===== src/sv/rdp_pkg.sv =====
// Shared types and constants for the RDP polyline simplifier.
`default_nettype none
package rdp_pkg;
    localparam int MAX_POINTS = 64;
    localparam int IDX_W      = $clog2(MAX_POINTS);
    localparam int CNT_W      = IDX_W + 1;
    localparam int QUEUE_DEPTH = 2;

    localparam logic [1:0] ST_OK       = 2'd0;
    localparam logic [1:0] ST_TOO_FEW  = 2'd1;
    localparam logic [1:0] ST_OVERFLOW = 2'd2;

    // Word moved from the loader to the simplifier.
    typedef struct packed {
        logic             is_point;   // store a point
        logic [IDX_W-1:0] slot;
        logic [15:0]      x;
        logic [15:0]      y;
        logic             end_line;   // run the simplifier after this word
        logic [CNT_W-1:0] count;      // points stored, valid with end_line
        logic             overflow;
    } rdp_cmd_t;
endpackage : rdp_pkg
`default_nettype wire


===== src/sv/rdp_front.sv =====
// Input side: counts points, flags overflow, issues store/end commands.
`default_nettype none
module rdp_front (
    input  wire logic             clk,
    input  wire logic             rst_n,
    input  wire logic             in_valid,
    output logic                  in_ready,
    input  wire logic [15:0]      x,
    input  wire logic [15:0]      y,
    input  wire logic             eol,
    output logic                  cmd_valid,
    input  wire logic             cmd_ready,
    output rdp_pkg::rdp_cmd_t     cmd
);
    import rdp_pkg::*;
    logic [CNT_W-1:0] count_reg, count_next;
    logic             ovf_reg, ovf_next;
    logic             room;

    assign room      = (count_reg < CNT_W'(MAX_POINTS));
    assign in_ready  = cmd_ready;
    assign cmd_valid = in_valid;

    always_comb
    begin
        cmd.is_point = room;
        cmd.slot     = count_reg[IDX_W-1:0];
        cmd.x        = x;
        cmd.y        = y;
        cmd.end_line = eol;
        cmd.count    = room ? count_reg + 1'b1 : count_reg;
        cmd.overflow = ovf_reg | ~room;
        count_next   = count_reg;
        ovf_next     = ovf_reg;
        if (in_valid && cmd_ready)
        begin
            if (eol)
            begin
                count_next = '0;
                ovf_next   = 1'b0;
            end
            else
            begin
                count_next = cmd.count;
                ovf_next   = cmd.overflow;
            end
        end
    end

    always_ff @(posedge clk or negedge rst_n)
    begin
        if (!rst_n)
        begin
            count_reg <= '0;
            ovf_reg   <= 1'b0;
        end
        else
        begin
            count_reg <= count_next;
            ovf_reg   <= ovf_next;
        end
    end
endmodule : rdp_front
`default_nettype wire


===== config.mk =====
export PLATFORM = sky130hd
export DESIGN_NAME = rdp_front
export DESIGN_NICKNAME = d
export VERILOG_FILES = /design/src/sv/rdp_pkg.sv /design/src/sv/rdp_front.sv
export SDC_FILE = /design/constraint.sdc
export NUM_CORES = 1
export LEC_CHECK = 0
export ABC_AREA = 0
export BUFFER_PORTS_ARGS = -buffer_cell sky130_fd_sc_hd__buf_2
export CAP_MARGIN = 15
export CORE_MARGIN = 4
export CORE_UTILIZATION = 37
export DETAILED_ROUTE_END_ITERATION = 7
export MAX_ROUTING_LAYER = met4
export PLACE_DENSITY_LB_ADDON = 0.05
export SYNTH_ARGS = -nofsm -noshare
export SYNTH_HDL_FRONTEND = slang
export SYNTH_SLANG_ARGS = --single-unit

===== constraint.sdc =====
create_clock -name clk -period 2.94 [get_ports clk]
set_input_delay 0.588 -clock clk [delete_from_list [all_inputs] [get_ports clk]]
set_output_delay 0.588 -clock clk [all_outputs]
set_load 0.02 [all_outputs]

# --- After elaboration in Yosys (flattened, before gate mapping) ---
# Cells that the tools add are included.
# Widths: inputs -> output; s select.
totals:
  register_bits: 8
  wordCells: 10
  output_inout_bits: 50
classes:
  add_sub_neg: 1
  n_reduce_logical: 1
  n_mux: 3
  bitwise: 2
  magnitude_cmp: 1
ops:
  columns: ["cell", "count"]
  rows:
  - ["$mux 7", 2]
  - ["$add 7x1->7 const B", 1]
  - ["$lt 7x7->1 const B", 1]
  - ["$logic_and 1x1->1", 1]
  - ["$mux 1", 1]
  - ["$not 1->1", 1]
  - ["$or 1x1->1", 1]

# --- Longest topological paths before layout ---
depth:
  depth_word: 4
  mapped_depth: 4
  mapped_depth_nobuf: 4

# --- Worst setup path after synthesis ---
# No wires, ideal clock.
synth_timing:
  path_kind: "register to output"
  startpoint: "register count_reg[0]"
  endpoint: "output cmd[7] in the netlist's numbering"
  path_slack_ps: 1118
  required_time_ps: 2352
  path_stages_with_launch: 4
  arrival_time_ps: 1234
  n_path_buf: 0
  path_cell_list: "dfrtp_1 ha_1 nand3_1 o21ai_0"
synth_rtl:
  columns: ["element", "line_no", "text"]
  rows:
  - ["from (decl)", "rdp_front.sv:16", "logic [CNT_W-1:0] count_reg, count_next;"]
  - ["from (signal assigned)", "rdp_front.sv:59", "count_reg <= count_next;"]
  - ["to (decl)", "rdp_front.sv:13", "output rdp_pkg::rdp_cmd_t cmd"]

==> flow_results.xml <==
<?xml version="1.0" encoding="UTF-8"?>
<metrics>
  <group name="drt">
    <metric name="firstDrtPassIters" unit="">4</metric>
    <metric name="route.antenna.remaining_nets" unit="">0</metric>
    <metric name="route.vias.total" unit="">468</metric>
    <metric name="detailedRoute.firstIterationViolations" unit="">5</metric>
    <metric name="drt_drc_violations_left" unit="">0</metric>
    <metric name="viasPerCell" unit="">4.82</metric>
    <metric name="wl_per_cell" unit="um">14.8</metric>
    <metric name="detail_route.wirelength" unit="um">1430</metric>
  </group>
  <group name="grt">
    <metric name="grt.total_usage" unit="">0.110</metric>
    <metric name="initial_antenna_violation_count" unit="">0</metric>
    <metric name="grt_pass1_wl" unit="um">2240</metric>
    <metric name="grt_pass1_vias" unit="">488</metric>
    <metric name="grt_start_max_net_pins" unit="">14</metric>
    <metric name="overflow" unit="">0</metric>
  </group>
  <group name="sta">
    <metric name="final_min_period_over_clock_period" unit="">0.710</metric>
    <metric name="layout_min_cycle_time" unit="ns">2.09</metric>
    <metric name="timing.final.setup_violations" unit="">0</metric>
    <metric name="totalNegativeSetupSlack" unit="ns">0</metric>
    <metric name="final_max_slew_viol_count" unit="">0</metric>
    <metric name="relSlewSlack" unit="">0.720</metric>
    <metric name="worst_clock_skew" unit="ns">0.00417</metric>
    <metric name="fmax" unit="MHz">479</metric>
    <metric name="timing_hold_violations_final" unit="">0</metric>
    <metric name="worst-slew-pin-transition" unit="ns">0.419</metric>
    <metric name="rsz0062_at_grt" unit="">no</metric>
  </group>
  <group name="cells_and_area">
    <metric name="finish.cell_count_without_fillers" unit="">97</metric>
    <metric name="num_antenna_cells" unit="">0</metric>
    <metric name="largest_reg_flops" unit="">7</metric>
    <metric name="final_common_cell" unit="">sky130_fd_sc_hd__buf_2</metric>
    <metric name="areaGrowthSynthToFinish" unit="%">-20.4</metric>
    <metric name="fillers" unit="">226</metric>
    <metric name="fin_nets" unit="">110</metric>
    <metric name="layout.cells.most_common_list" unit="">sky130_fd_sc_hd__buf_2, sky130_fd_sc_hd__dfrtp_1, sky130_fd_sc_hd__nand2_1, sky130_fd_sc_hd__xnor2_1</metric>
    <metric name="final_layout_size_suffix_gt1_frac" unit="">0.429</metric>
  </group>
  <group name="die">
    <metric name="initial_utilization" unit="">0.401</metric>
    <metric name="fp.dieW" unit="um">54.6</metric>
    <metric name="die_height" unit="um">54.6</metric>
    <metric name="fp.coreArea" unit="um^2">2000</metric>
    <metric name="rows" unit="">16</metric>
    <metric name="die_area" unit="um^2">2980</metric>
    <metric name="io_pins" unit="">87</metric>
  </group>
  <group name="clocking">
    <metric name="cts_buffers" unit="">3</metric>
    <metric name="holdBufCountCts" unit="">0</metric>
    <metric name="cts_h_tree_depth" unit="">1</metric>
    <metric name="cts-root-to-sink-buffers" unit="">2</metric>
    <metric name="clock_tree_root" unit="">sky130_fd_sc_hd__clkbuf_4</metric>
    <metric name="cts_setup_buffers" unit="">0</metric>
    <metric name="insertion_delay" unit="ns">0.25</metric>
    <metric name="cts-resized-gates" unit="">0</metric>
    <metric name="cts.sink_count" unit="">8</metric>
    <metric name="tritoncts" unit="">built</metric>
    <metric name="cts.clk_slew.worst_paths" unit="ns">0.06</metric>
  </group>
  <group name="worst_setup_path">
    <metric name="largest_fanout_on_the_critical_path" unit="">5</metric>
    <metric name="worst_setup_path_start_kind" unit="">flip-flop</metric>
    <metric name="r2r-start" unit="">count_reg[6]</metric>
    <metric name="regToRegSetupSlack" unit="ns">1.52</metric>
    <metric name="crit_path_end" unit="">cmd[5]</metric>
    <metric name="worst_setup_path_startpoint" unit="">count_reg[0]</metric>
    <metric name="setup.worst_path.end_class" unit="">output port</metric>
    <metric name="ff2ff_path_depth" unit="">3</metric>
    <metric name="crit_arrival" unit="ns">1.50</metric>
    <metric name="critical_path_class" unit="">flip-flop to output port</metric>
    <metric name="r2r_end" unit="">count_reg[5]</metric>
    <metric name="cp_data_required_time" unit="ns">2.35</metric>
  </group>
  <group name="placed_design">
    <metric name="globalplace.congestion" unit="">0.650</metric>
    <metric name="dp_hpwl" unit="um">1130</metric>
    <metric name="numPortBuffers" unit="">22</metric>
    <metric name="placed_cells_incl_taps" unit="">94</metric>
  </group>
  <group name="power_and_ir_drop">
    <metric name="total_leakage_power" unit="nW">0.312</metric>
    <metric name="sum_of_internal_switching_and_leakage_power" unit="W">0.000357</metric>
    <metric name="power.density" unit="nW/um^2">558</metric>
    <metric name="vdd_drop_max" unit="mV">0.188</metric>
  </group>
  <group name="yosys">
    <metric name="synth_seq_area_share" unit="">0.249</metric>
    <metric name="syn-cell-area" unit="um^2">803</metric>
    <metric name="synth_top_cell_area_share" unit="">0.393</metric>
    <metric name="asyncSetResetFlopFracSynth" unit="">1.00</metric>
    <metric name="avgSynthCellArea" unit="um^2">9.03</metric>
    <metric name="yosysTopAreaCell" unit="">sky130_fd_sc_hd__buf_4</metric>
    <metric name="synthesis.yosys.warnings" unit="">0</metric>
    <metric name="post_synth_main_area_contributors" unit="">sky130_fd_sc_hd__buf_4, sky130_fd_sc_hd__dfrtp_1, sky130_fd_sc_hd__xnor2_1</metric>
    <metric name="yosysUniqueCellTypes" unit="">24</metric>
    <metric name="flip_flop_and_latch_count_after_synthesis" unit="">8</metric>
    <metric name="syn_nets" unit="">127</metric>
    <metric name="synthFlopType" unit="">sky130_fd_sc_hd__dfrtp_1</metric>
    <metric name="synth_edf_count" unit="">0</metric>
    <metric name="postSynthCellCount" unit="">89</metric>
  </group>
  <group name="worst_hold_path">
    <metric name="worst_hold_path_type" unit="">input pin to asynchronous set/reset pin</metric>
  </group>
  <group name="job">
    <metric name="timing.max_cap.violations" unit="">0</metric>
  </group>
  <group name="run_status">
    <metric name="status" unit="">completed</metric>
  </group>
</metrics>
==> metrics by stage <==
| step | setup slack, ns | cell area [um^2] | hold WS (ns) | utilization |
|---|---|---|---|---|
| after detailed placement | 1.13 | 617 | 0.446 | 0.308 |
| after floorplan | 1.12 | 803 | 0.292 | - |
| after global placement | 1.14 | 617 | 0.452 | 0.308 |
| after global routing | 0.726 | 639 | 0.169 | 0.319 |
| after CTS | 0.836 | 639 | 0.172 | 0.319 |
| final | 0.851 | 639 | 0.169 | 0.319 |
==> metal layers <==
| metal | wire [um] | vias up | share of wire | track usage |
|---|---|---|---|---|
| met5 | 0 | - | 0 | - |
| met4 | 58 | 0 | 0.040 | 0.0954 |
| met3 | 154 | 14 | 0.11 | 0.0272 |
| met2 | 629 | 28 | 0.44 | 0.146 |
| met1 | 590 | 210 | 0.41 | 0.136 |
| li1 | - | 216 | - | - |
==> power by group <==
part	leakage [nW]	switching, W	internal [W]
Sequential	0.100	0.0000227	0.000123
Combinational	0.198	0.0000763	0.0000496
Clock	0.0138	0.0000382	0.0000468
Total	0.312	0.000137	0.000220
==> cell usage after synthesis (2+ instances only) <==
master                      n
sky130_fd_sc_hd__xnor2_1    5
sky130_fd_sc_hd__nor4_1     2
sky130_fd_sc_hd__inv_1      2
sky130_fd_sc_hd__buf_4     42
sky130_fd_sc_hd__a21boi_0   2
sky130_fd_sc_hd__dfrtp_1    8
sky130_fd_sc_hd__nor2_1     3
sky130_fd_sc_hd__a22o_1     3
sky130_fd_sc_hd__nor2b_1    2
sky130_fd_sc_hd__or2_2      2
sky130_fd_sc_hd__nand2_1    5
==> worst max-delay path, cell delays in order (launching register included) <==
cell                       delay (ns)
sky130_fd_sc_hd__dfrtp_1         0.46
sky130_fd_sc_hd__ha_1            0.24
sky130_fd_sc_hd__nand4b_1        0.19
sky130_fd_sc_hd__xnor2_1         0.18
sky130_fd_sc_hd__buf_2           0.18
==> cell type report <==
| class | count | area [um^2] | area share |
|---|---|---|---|
| clock buffer | 3 | 22.5 | 0.0352 |
| sequential | 8 | 200 | 0.313 |
| multi-input combinational | 35 | 265 | 0.415 |
| inverter | 2 | 7.51 | 0.0117 |
| tap | 27 | 33.8 | 0.0528 |
| timing repair buffer | 22 | 110 | 0.172 |
==> logic make-up after synthesis <==
logic type                 count (synthesis)  synth area share
adders and majority gates                  1            0.0156
and+or+nand+nor                           19             0.151
muxes                                      1            0.0140
AOI/OAI and AO/OA                          9            0.0950
buffers and inverters                     46             0.421
DFF                                        8             0.249
xor gates and xnor gates                   5            0.0545
==> how the worst min path moves through the flow <==
stage / start / to / slack [ns] / cells after the start
2_1_floorplan: rst_n / count_reg[0] / 0.29 / 0
3_3_place_gp: rst_n / ovf_reg / 0.45 / 1
3_5_place_dp: rst_n / ovf_reg / 0.45 / 1
4_1_cts: rst_n / count_reg[6] / 0.17 / 1
5_1_grt: rst_n / count_reg[6] / 0.17 / 1
6_report: rst_n / count_reg[6] / 0.17 / 1
No activity file was read; power rests on OpenSTA's default activity.
