### src/sv/rdp_pkg.sv
// Shared types and constants for the RDP polyline simplifier.
`default_nettype none
package rdp_pkg;
    localparam int MAX_POINTS = 64;
    localparam int IDX_W      = $clog2(MAX_POINTS);
    localparam int CNT_W      = IDX_W + 1;
    localparam int QUEUE_DEPTH = 2;

    localparam logic [1:0] ST_OK       = 2'd0;
    localparam logic [1:0] ST_TOO_FEW  = 2'd1;
    localparam logic [1:0] ST_OVERFLOW = 2'd2;

    // Word moved from the loader to the simplifier.
    typedef struct packed {
        logic             is_point;   // store a point
        logic [IDX_W-1:0] slot;
        logic [15:0]      x;
        logic [15:0]      y;
        logic             end_line;   // run the simplifier after this word
        logic [CNT_W-1:0] count;      // points stored, valid with end_line
        logic             overflow;
    } rdp_cmd_t;
endpackage : rdp_pkg
`default_nettype wire

### src/sv/rdp_queue.sv
// Short command queue between loader and simplifier.
`default_nettype none
module rdp_queue (
    input  wire logic              clk,
    input  wire logic              rst_n,
    input  wire logic              wr_valid,
    output logic                   wr_ready,
    input  wire rdp_pkg::rdp_cmd_t wr_data,
    output logic                   rd_valid,
    input  wire logic              rd_ready,
    output rdp_pkg::rdp_cmd_t      rd_data
);
    import rdp_pkg::*;
    rdp_cmd_t mem_reg [QUEUE_DEPTH];
    logic     wp_reg, rp_reg;
    logic [1:0] fill_reg;
    logic     wr_en, rd_en;

    assign wr_ready = (fill_reg != 2'(QUEUE_DEPTH));
    assign rd_valid = (fill_reg != 2'd0);
    assign rd_data  = mem_reg[rp_reg];
    assign wr_en    = wr_valid & wr_ready;
    assign rd_en    = rd_valid & rd_ready;

    always_ff @(posedge clk)
    begin
        if (wr_en)
            mem_reg[wp_reg] <= wr_data;
    end

    always_ff @(posedge clk or negedge rst_n)
    begin
        if (!rst_n)
        begin
            wp_reg   <= 1'b0;
            rp_reg   <= 1'b0;
            fill_reg <= '0;
        end
        else
        begin
            if (wr_en) wp_reg <= ~wp_reg;
            if (rd_en) rp_reg <= ~rp_reg;
            fill_reg <= fill_reg + {1'b0, wr_en} - {1'b0, rd_en};
        end
    end
endmodule : rdp_queue
`default_nettype wire

### config.mk
export PLATFORM = sky130hd
export DESIGN_NAME = rdp_queue
export DESIGN_NICKNAME = d
export VERILOG_FILES = /design/src/sv/rdp_pkg.sv /design/src/sv/rdp_queue.sv
export SDC_FILE = /design/constraint.sdc
export NUM_CORES = 1
export LEC_CHECK = 0
export BUFFER_PORTS_ARGS = -buffer_cell sky130_fd_sc_hd__buf_2
export CAP_MARGIN = 25
export CORE_MARGIN = 8
export CORE_UTILIZATION = 55
export CTS_CLUSTER_SIZE = 10
export DETAILED_ROUTE_END_ITERATION = 7
export GPL_TIMING_DRIVEN = 0
export PLACE_DENSITY_LB_ADDON = 0.15
export SYNTH_ARGS = -nofsm -noshare
export SYNTH_HDL_FRONTEND = slang
export SYNTH_SLANG_ARGS = --single-unit
### constraint.sdc
create_clock -name clk -period 5.84 [get_ports clk]
set_input_delay 1.168 -clock clk [delete_from_list [all_inputs] [get_ports clk]]
set_output_delay 1.168 -clock clk [all_outputs]
set_load 0.005 [all_outputs]
**Word level (Yosys, flattened, before mapping)**

Memories as Yosys holds them, arrays and structs flattened.
Cells that the tools add are included.

- Register bits: 4
- RAM bits: 96
- Input port bits: 52
- Output and inout bits: 50
- Word-level logic and storage cells: 14
- Memories kept: 1

Memories:

| memory | depth | bits a word | read ports | clocked after memory_dff | write ports | RTL line | source |
|---|---|---|---|---|---|---|---|
| mem_reg | 2 | 48 | 1 | 0 | 1 | rdp_queue.sv:14 | `rdp_cmd_t mem_reg [QUEUE_DEPTH];` |

- Add/sub/neg operators: 2
- Equal/unequal tests: 1
- Muxes and demuxes: 2
- Bitwise logic cells: 4
- Reductions and logical operators: 1

Operators by type and width:

| cell | number |
|---|---|
| 2-bit by 1-bit adder with 2-bit output | 1 |
| 1-bit AND | 2 |
| 1-bit 2-to-1 mux | 2 |
| 2-bit inequality test, second input constant | 1 |
| 1-bit inverter | 2 |
| 2-bit nonzero test | 1 |
| 2-bit by 1-bit subtractor with 2-bit output | 1 |

**Depth between registers and ports, before layout**

Gate-level depths: netlist of run 1.

- Depth after elaboration: 4
- Depth in mapped cells: 7
- Gate-level depth less buffers: 7

**Least setup slack after synthesis of run 1**

OpenSTA, ideal clock, no wires.

- Path type: input to register
- Start: input port wr_valid
- End: memory mem_reg[0][0] (netlist bit) (enable)
- Setup time: 454 ps
- Arrival time: 3277 ps
- Required time: 5386 ps
- Slack: 2109 ps
- Cell stages on the path: 2
- Cells stage by stage: nand2_1 > nor2_1

- Word-level cells in the longest chain between the ends: 3

Ends and longest elaborated chain:

| item | RTL line | source |
|---|---|---|
| from (decl) | rdp_queue.sv:6 | `input wire logic wr_valid,` |
| 1-bit AND | rdp_queue.sv:22 | `assign wr_en = wr_valid & wr_ready;` |
| 1-bit 2-to-1 mux | rdp_queue.sv:27 | `if (wr_en)` |
| 1-bit 2-to-1 mux (not written as such) | rdp_queue.sv:28 | `mem_reg[wp_reg] <= wr_data;` |
| to (decl) | rdp_queue.sv:14 |  |

Every way passes these cells.

==> results of run 1 <==
-- cells in the final DEF, fill, tap and decap left out, types with 2 or more instances in the layout --
cell and count:
mux2_2 38, edfxtp_1 96, clkbuf_8 9, clkinv_2 3, dfrtp_1 4, xnor2_1 3
mux2_4 10, clkinv_1 3, buf_12 2, buf_2 101, buf_4 3, ha_1 2
-- power by group --
| part | total (uW) | switching [uW] | leakage, uW | internal, uW |
|---|---|---|---|---|
| Combinational | 679 | 319 | 0.000720 | 360 |
| Clock | 368 | 220 | 0.0000813 | 148 |
| Sequential | 1030 | 45.5 | 0.000938 | 981 |
| Total | 2070 | 584 | 0.00174 | 1490 |
-- worst paths after layout --
path	to	slack, ps	startpoint	depth (start not counted)
worst min register to register	fill_reg[0]$_DFF_PN0_	530	fill_reg[0]$_DFF_PN0_	1
worst min-delay path	fill_reg[0]$_DFF_PN0_	530	fill_reg[0]$_DFF_PN0_	1
min in group asynchronous	wp_reg$_DFFE_PN0N_	610	rst_n	1
worst max register to register	mem_reg[0][3]$_DFFE_PP_	4000	fill_reg[1]$_DFF_PN0_	4
worst max-delay path	rd_data[28]	3100	rp_reg$_DFFE_PN0P_	4
max in group asynchronous	fill_reg[1]$_DFF_PN0_	5120	rst_n	1
-- final cells by class --
cell class / instances / area [um^2]
clock inverter: 7 / 33.8
multi-input combinational: 60 / 679
buffer: 5 / 48.8
sequential: 100 / 2980
inverter: 1 / 3.75
clock buffer: 9 / 124
tap: 80 / 100
timing repair buffer: 103 / 546
fill: 457 / 2130
-- layer usage --
layer / track usage / up-vias / wire (um)
met5: 0 / - / 0
met3: 0.0775 / 8 / 604
met1: 0.144 / 908 / 2610
li1: - / 875 / -
met4: 0.0612 / 0 / 97
met2: 0.230 / 68 / 3250
-- cell usage after synthesis, types with 2 or more instances --
master,count,area share
buf_4,3,0.0061
mux2_4,10,0.041
xnor2_1,3,0.0071
ha_1,2,0.0068
edfxtp_1,96,0.78
mux2_2,38,0.12
dfrtp_1,4,0.027
-- logic make-up (layout without fill, tap and decap cells) --
logic type	count (synthesis)	after routing
xor gates and xnor gates	4	4
DFF	100	100
muxes	48	48
adders and majority gates	2	2
buffers and inverters	6	125
and+or+nand+nor	6	6
-- per-stage QoR --
stage | std cells | area, um^2 | hold WS, ps
5_1_grt | 365 | 4520 | 556
6_report | 365 | 4520 | 529
3_5_place_dp | 349 | 4360 | 510
2_1_floorplan | 166 | 3710 | 461
4_1_cts | 365 | 4520 | 532
3_3_place_gp | 347 | 4310 | 477
-- worst max-delay path, stage by stage, from the launching register on --
cell and delay (ps):
dfrtp_1 420, buf_6 180, buf_8 170, mux2_4 310, buf_2 130
==> impl_metrics.toml, run 1 <==
[clock_network]
cts_max_level = 3
hold_buffers = 0
cts-root-buf = "clkbuf_8"
clock_latency_ps = 360
post_cts_resize_count = 0
cts_buffer_depth = 2
clock-sinks = 100
clkTransAtPathRegs_ps = 80
cts_setup_buffers = 0
cts_buffers = 9
cts_tree = "done"

[sta]
setup_slack_ps = 3100
slew_headroom = 0.542
finalCritPeriodShare = 0.469
period_minus_slack_ps = 2740
rsz0062_at_grt = "false"
setup_violations = 0
tightest_slew_ps = 686
maxSlewViolCount = 0
fin_skew_ps = 8.57
hold_viol = 0
setup_tns_ps = 0
max_freq_mhz = 365

[power_and_ir_drop]
ir_worst_vdd_v = 0.000333
power_leakage_uw = 0.00174
powerDensity_nw_per_um2 = 459
power_uw = 2070

[placement]
dpl.hpwl_um = 4520
io_buffer_count = 101
routabilityCongestion = 0.726
pre_cts_ws_ps = 3240

[routing]
firstDrtPassIters = 4
wl_per_cell_um = 18.0
vias_per_cell = 5.09
routed_wl_um = 6570
vias = 1859
drtIter0Drc = 70
drc_errors = 0
antenna_left = 0

[die]
start_util = 0.558
ioPinCount = 102
coreArea_um2 = 6640
die_h_um = 98.1
fp.dieW_um = 98.1
die_area_um2 = 9620
rows = 30

[global_route]
antenna_found_initial = 0
grt_pass1_wl_um = 10100
grt_usage = 0.140
grt_pass1_vias = 2089
overflow = 0
grt_max_degree = 28

[synth]
ys_seq_area_frac = 0.805
netlist_instances = 166
ys_async_sr_fraction = 0.0400
syn-cell-area_um2 = 3710
synth_xor_area_frac = 0.00945
synth_nets = 220
synthAdderAreaFrac = 0.00675
synth.distinct_cells = 17
yosys_warnings = 0
muxShareOfSynthArea = 0.156
yosys_most_used_dff = "edfxtp_1"
avgSynthCellArea_um2 = 22.3
synth_top_family_by_area = "multiplexers"
ys_ff_latch = 100
yosys.area_share.simple = 0.00878
synth_edf_count = 96
synth_compound_gate_area_share = 0

[worst_setup_path]
endpoint_kind = "output pin"
critPathLaunchType = "flop"
crit_arrival_ps = 1570
worstPathMaxFanout = 10
path_class = "reg2out"
required_ps = 4670

[worst_hold_path]
hold_path_class = "reg2reg"

[cells_and_area]
largest_register_ffs = 96
area_growth_pct = 21.9
post-route-util = 0.680
diodes = 0
layout-drive-gt1-share = 0.600
final_nets = 334

[run]
cap_violations = 0

[outcome]
status = "finished clean"
(Power assumes the default switching activity.)
==> inputs of run 2 (changes only) <==
- CORE_UTILIZATION: 55 -> 51
- clock period: 5.84 -> 2.6 ns (I/O delays scaled with it)
==> run 2 against run 1 <==
Net effect: via count up 0.70%; final cell count up 5.5%; core utilization decreased by 3.8 points; sequential cell count unchanged; clock power rose to 2.5 times the previous value; critical path depth stayed put; register-to-register slack worse by 3300 ps; cell area rose by 1.5%; count of clock-buffer cells in the layout up 2; largest power group unchanged.
==> impl_metrics.toml, run 2 (synthesis results as in run 1) <==
[die]
rows = 31
start_util = 0.519
die_area_um2 = 10300
coreArea_um2 = 7140
fp.dieW_um = 101
die_h_um = 101
ioPinCount = 102

[routing]
routed_wl_um = 6600
drc_errors = 0
drtIter0Drc = 48
antenna_left = 0
vias_per_cell = 4.86
firstDrtPassIters = 4
vias = 1872
wl_per_cell_um = 17.1

[global_route]
overflow = 0
grt_usage = 0.130
grt_pass1_vias = 2044
grt_max_degree = 30
grt_pass1_wl_um = 9840
antenna_found_initial = 0

[sta]
rsz0062_at_grt = "false"
hold_viol = 0
setup_slack_ps = 504
setup_tns_ps = 0
hold-worst-slack_ps = 353
setup_violations = 0
fin_skew_ps = 7.29
period_minus_slack_ps = 2100
max_freq_mhz = 477
maxSlewViolCount = 0
slew_headroom = 0.440
finalCritPeriodShare = 0.806
tightest_slew_ps = 839

[outcome]
status = "finished clean"

[cells_and_area]
fillers = 563
final_cell_mix = "buf_2 (101), edfxtp_1 (96), mux2_2 (38), mux2_4 (10), clkbuf_8 (9)"
area_growth_pct = 23.7
regArea_um2 = 2980
multi_input_area_um2 = 679
mostFrequentLayoutCell = "buf_2"
largest_register_ffs = 96
diodes = 0
layout-drive-gt1-share = 0.594
final_nets = 335

[clock_network]
clock_latency_ps = 350
cts_tree = "done"
cts_buffer_depth = 2
cts_setup_buffers = 0
cts_buffers = 9
cts_max_level = 3
post_cts_resize_count = 0
hold_buffers = 1
clkTransAtPathRegs_ps = 90
clock-sinks = 100
cts-root-buf = "clkbuf_8"

[worst_setup_path]
reg2reg_depth = 4
critPathLaunchType = "flop"
required_ps = 2080
worstPathMaxFanout = 10
crit_arrival_ps = 1580
endpoint_kind = "output pin"
path_class = "reg2out"

[placement]
dpl.hpwl_um = 4650
routabilityCongestion = 0.660
pre_cts_ws_ps = 576
io_buffer_count = 101

[power_and_ir_drop]
ir_worst_vdd_v = 0.000885
power_leakage_uw = 0.00175
powerDensity_nw_per_um2 = 1040

[worst_hold_path]
hold_path_class = "in2reg"
min_delay_path_depth = 1

[run]
cap_violations = 0
==> run 2: changes by cell type in the layout (fill, tap and decap cells not counted), sizes merged <==
cell,change
clkinvlp,+1
clkinv,-4
dlygate4sd3,+1
clkbuf,+2
bufinv,+1
==> run 2: final timing paths <==
check | startpoint | endpoint | slack, ps
worst max-delay path | rp_reg$_DFFE_PN0P_ | rd_data[32] | 500
worst min-delay path | wr_data[36] | mem_reg[0][36]$_DFFE_PP_ | 350
worst max register to register | fill_reg[1]$_DFF_PN0_ | mem_reg[0][37]$_DFFE_PP_ | 690
worst min register to register | fill_reg[0]$_DFF_PN0_ | fill_reg[0]$_DFF_PN0_ | 540
max in group asynchronous | rst_n | rp_reg$_DFFE_PN0P_ | 1970
min in group asynchronous | rst_n | fill_reg[0]$_DFF_PN0_ | 500
==> run 2: critical path, cell delays in order (launching register included) <==
cell     delay, ps
dfrtp_1        440
buf_6          190
buf_8          170
mux2_4         310
buf_2          130
==> run 2: area by class of cell <==
type | count | area share
sequential | 100 | 0.650
multi-input combinational | 60 | 0.148
buffer | 5 | 0.0106
tap | 99 | 0.0270
clock buffer | 11 | 0.0286
timing repair buffer | 104 | 0.123
inverter | 1 | 0.000819
clock inverter | 5 | 0.0115
==> run 2: where the power goes <==
group / total [uW] / internal [uW] / switching (uW)
sequential: 2300 / 2200 / 97.5
clock: 929 / 440 / 489
combinational: 1530 / 818 / 711
total: 4760 / 3460 / 1300
==> run 2: stage by stage <==
stage | cells | utilization | total power [uW] | area, um^2
2_1_floorplan | 166 | - | 3260 | 3710
3_3_place_gp | 366 | 0.608 | 3840 | 4340
3_5_place_dp | 368 | 0.615 | 3920 | 4390
4_1_cts | 385 | 0.643 | 4840 | 4590
5_1_grt | 385 | 0.643 | 5020 | 4590
6_report | 385 | 0.643 | 4760 | 4590
==> run 2: routing by layer <==
layer	vias to the layer above	wire length, um	global-route usage
met1	923	2570	0.135
met4	0	90	0.0550
met2	64	3480	0.228
met5	-	0	0
li1	877	-	-
met3	8	461	0.0543
